**config.mk**
```make
export PLATFORM = sky130hd
export DESIGN_NAME = pbfp_queue
export DESIGN_NICKNAME = d
export VERILOG_FILES = /design/src/sv/pbfp_queue.sv
export SDC_FILE = /design/constraint.sdc
export NUM_CORES = 1
export LEC_CHECK = 0
export BUFFER_PORTS_ARGS = -buffer_cell sky130_fd_sc_hd__buf_2
export CORE_MARGIN = 2
export CORE_UTILIZATION = 51
export DETAILED_ROUTE_END_ITERATION = 16
export PLACE_DENSITY = 0.78
export SLEW_MARGIN = 15
export SYNTH_ARGS = -nofsm -noshare
export SYNTH_HDL_FRONTEND = slang
export SYNTH_SLANG_ARGS = --single-unit
```
**constraint.sdc**
```tcl
create_clock -name clock -period 2.6 [get_ports clock]
set_input_delay 0.52 -clock clock [delete_from_list [all_inputs] [get_ports clock]]
set_output_delay 0.52 -clock clock [all_outputs]
set_load 0.05 [all_outputs]
```
**src/sv/pbfp_queue.sv**
```systemverilog
// ----------------------------------------------------------------------------
// pbfp_queue
// two-deep queue of decoded transactions between front and back
// ----------------------------------------------------------------------------
module pbfp_queue #(
   parameter int WIDTH = 44
) (
   input  logic             clock,
   input  logic             reset,
   input  logic             in_valid,
   output logic             in_ready,
   input  logic [WIDTH-1:0] in_data,
   output logic             out_valid,
   input  logic             out_pop,
   output logic [WIDTH-1:0] out_data
);

   logic [WIDTH-1:0] slot_ff [2];
   logic             wr_ptr_ff;
   logic             wr_ptr_in;
   logic             rd_ptr_ff;
   logic             rd_ptr_in;
   logic [1:0]       count_ff;
   logic [1:0]       count_in;
   logic             push;
   logic             pop;

   assign in_ready  = (count_ff != 2'd2);
   assign out_valid = (count_ff != 2'd0);
   assign out_data  = slot_ff[rd_ptr_ff];
   assign push      = in_valid && in_ready;
   assign pop       = out_pop && out_valid;

   always_comb begin
      wr_ptr_in = push ? ~wr_ptr_ff : wr_ptr_ff;
      rd_ptr_in = pop ? ~rd_ptr_ff : rd_ptr_ff;
      count_in  = count_ff;
      if (push && !pop) begin
         count_in = count_ff + 2'd1;
      end else if (pop && !push) begin
         count_in = count_ff - 2'd1;
      end
   end

   always_ff @(posedge clock) begin
      if (reset) begin
         wr_ptr_ff <= 1'b0;
         rd_ptr_ff <= 1'b0;
         count_ff  <= 2'd0;
      end else begin
         wr_ptr_ff <= wr_ptr_in;
         rd_ptr_ff <= rd_ptr_in;
         count_ff  <= count_in;
      end
   end

   always_ff @(posedge clock) begin
      if (push) begin
         slot_ff[wr_ptr_ff] <= in_data;
      end
   end

endmodule

```
==> qor.yml <==
outcome:
  run_status: "completed"
critical_path:
  cp_max_fo: 29
  worst_ep_arrival_time_ns: 1.80
  worst-r2r-cell-count: 3
  timing.critical_path.cells: "buf_12 > mux2_2 > buf_2"
  worst_setup_path_start_kind: "flop"
  critical_path.slowest_cell: "dfxtp_2"
  cp.required_ns: 2.08
  critPathKind: "reg2out"
  cp_slowest_stage_delay_ns: 0.60
  endpoint_kind: "output port"
sta:
  layout_worst_path_cycle_share_pct: 89.1
  rsz0062_at_grt: "no"
  slew_headroom_pct: 70.5
  worst_hold_slack_ns: 0.355
  worstMarginPinSlew_ns: 0.442
  fmax_ghz: 0.432
  final.min_clock_period_ns: 2.32
  setup_viol: 0
  hold_violations: 0
  final.setup_skew_ns: 0.00809
  timing.final.ws_setup_ns: 0.283
  drv_slew: 0
  timing.setup.tns_ns: 0
drt:
  detailed_routing_iterations_pass_1: 4
  wirelength_mm: 5.89
  num_vias: 1773
  route.layer.met1.wl_mm: 2.38
  detail_route.wl_per_cell_um: 17.1
  route.met2.wl_mm: 3.17
  initialDrtViolationCount: 77
  detail_route.vias_per_cell: 5.15
  drc_errors: 0
  drt.antenna.violating_nets: 0
  top_layer_used: "met4"
  detailroute.wirelength.met3_um: 235
clock_tree:
  cts.sinks: 93
  cts.hold.buffers_added: 0
  tritoncts: "yes"
  ctsResizeCount: 0
  cts-root-buf: "clkbuf_8"
  clock_insertion_delay_worst_skew_ns: 0.35
  cts_max_path_buffers: 2
  cts.htree.levels: 3
  tritoncts.num_buffers: 9
  post_cts_buffers: 0
  clk_transition_reported_paths_ns: 0.09
floorplanning:
  core_area_sq_mm: 0.00639
  start_util_pct: 53.0
  die_h_um: 85.5
  chipWidth_um: 85.5
  core.rowCount: 29
  dieArea_sq_mm: 0.00731
  design.portCount: 94
final_layout:
  syn_to_final_growth_pct: 23.0
  fraction_of_final_layout_cells_sized_beyond_drive_strength_1_pct: 59.2
  nNetsFinal: 312
  antenna_cells_inserted: 0
  final_design_area_no_fill_sq_mm: 0.00416
grt:
  grt_overflow_total: 0
  globalRouteTotalUtil_pct: 16.6
  grt_start_max_net_pins: 30
  grt_pass1_wl_mm: 8.89
  antenna_violations_before_repair: 0
  first_global_vias: 1802
power_and_ir_drop:
  power.sequential.fraction_pct: 43.3
  vdd_drop_max_mv: 0.693
  design_power_total_w: 0.00454
  pwr-share-clk_pct: 19.6
  leak_nw: 1.56
  power_switching_w: 0.00174
  power_per_cell_area_mw_per_mm2: 1090
  swShare_pct: 38.4
  p_int_w: 0.00279
  share_comb_of_total_power_pct: 37.1
placement:
  finalWeightedCongestion: 0.725
  place_worst_setup_slack_ns: 0.649
  port-buffer-count: 93
  dpl.hpwl_mm: 3.95
  dpl_cell_area_sq_mm: 0.00399
min_path:
  holdPathStages: 1
  worst_min_delay_path_class: "in2reg"
logic_synthesis:
  synth.lib_cells_used.distinct: 17
  synth_seq_cells: 93
  seq_area_frac_synth_pct: 81.0
  synth_area_sq_mm: 0.00339
  postSynthNetCount: 210
  post_synth.cell_area_avg_sq_um: 21.0
  syn_inst: 161
  synth-warning-count: 0
job:
  cap_viol_max_count: 0
==> critical path: cells and delay by family, from the launching register on <==
family | cells | cell delay [ns]
buffers and inverters | 2 | 0.46
flip-flops | 1 | 0.60
multiplexers | 1 | 0.36
==> metal layers <==
metal,vias up,track usage [%]
met5,-,0
met4,0,7.79
met3,8,4.18
met2,47,28.5
met1,887,19.6
li1,831,-
==> flip-flops by register name, summed over array words and instances (netlist names), named ones only <==
signal / flops
wr_ptr_ff: 1
slot_ff: 88
rd_ptr_ff: 1
count_ff: 2
==> path summary, 6_finish.rpt <==
check / endpoint / start / slack (ns)
setup / recovery: out_data[16] / flop / 0.28
hold / removal: slot_ff[0][29]$_DFFE_PP_ / in_data[29] / 0.36
setup reg to reg: slot_ff[1][10]$_DFFE_PP_ / count_ff[0]$_SDFFE_PP0P_ / 0.91
hold reg to reg: rd_ptr_ff$_SDFFE_PP0P_ / rd_ptr_ff$_SDFFE_PP0P_ / 0.52
==> cell type report <==
cell class	count	area, sq um
multi-input cells	62	616
repair buffers	96	526
clock buffers	9	124
well taps	77	96.3
inverters	1	3.75
clock inverters	6	55.1
fillers	459	2220
flip-flops and latches	93	2740
==> power groups by stage <==
stage | combinational [W] | clock, W | sequential, W
after floorplan | 0.00135 | 0 | 0.00195
after global placement | 0.00168 | 0 | 0.00199
after detailed placement | 0.00170 | 0 | 0.00200
after CTS | 0.00170 | 0.000914 | 0.00196
after global routing | 0.00176 | 0.000967 | 0.00199
final | 0.00169 | 0.000889 | 0.00196
==> synthesized netlist by cell type <==
cell      count  area share [%]
a21bo_2       1            0.30
a21oi_1       2            0.30
and2_1        1            0.18
and3_1        1            0.18
buf_2         5            0.74
dfxtp_1       5             3.0
edfxtp_1     88              78
ha_1          1            0.37
inv_1         1            0.11
mux2_2       44              15
nand2b_1      1            0.18
nand3b_1      1            0.22
nor2_1        3            0.33
o21ai_0       2            0.30
or2_2         1            0.18
or3_1         1            0.18
xor2_1        3            0.78
==> per-stage QoR <==
| stage | utilization, % | std cells |
|---|---|---|
| 2_1_floorplan | - | 161 |
| 3_3_place_gp | 62.4 | 329 |
| 3_5_place_dp | 62.4 | 329 |
| 4_1_cts | 65.2 | 344 |
| 5_1_grt | 65.2 | 344 |
| 6_report | 65.2 | 344 |
==> cells in the final DEF, fill, tap and decap left out, types with 2 or more instances in the layout <==
cell      instances
dfxtp_1           4
clkbuf_8          9
edfxtp_1         88
a21oi_1           2
buf_12            3
nor2_1            3
clkinv_1          2
xor2_1            3
mux2_2           44
o21ai_0           2
buf_2            93
clkinv_2          2
==> kinds of logic after synthesis <==
kind of cell             after synthesis  share of synthesized area [%]
buffers and inverters                  6                          0.850
AO/OA/AOI/OAI                          5                          0.887
adder cells (fa/ha/maj)                1                          0.369
flip-flops                            93                           81.0
multiplexers                          44                           14.6
XOR/XNOR                               3                          0.776
AND/OR/NAND/NOR                        9                           1.48
Note: power is estimated with default switching activity, not from simulation.
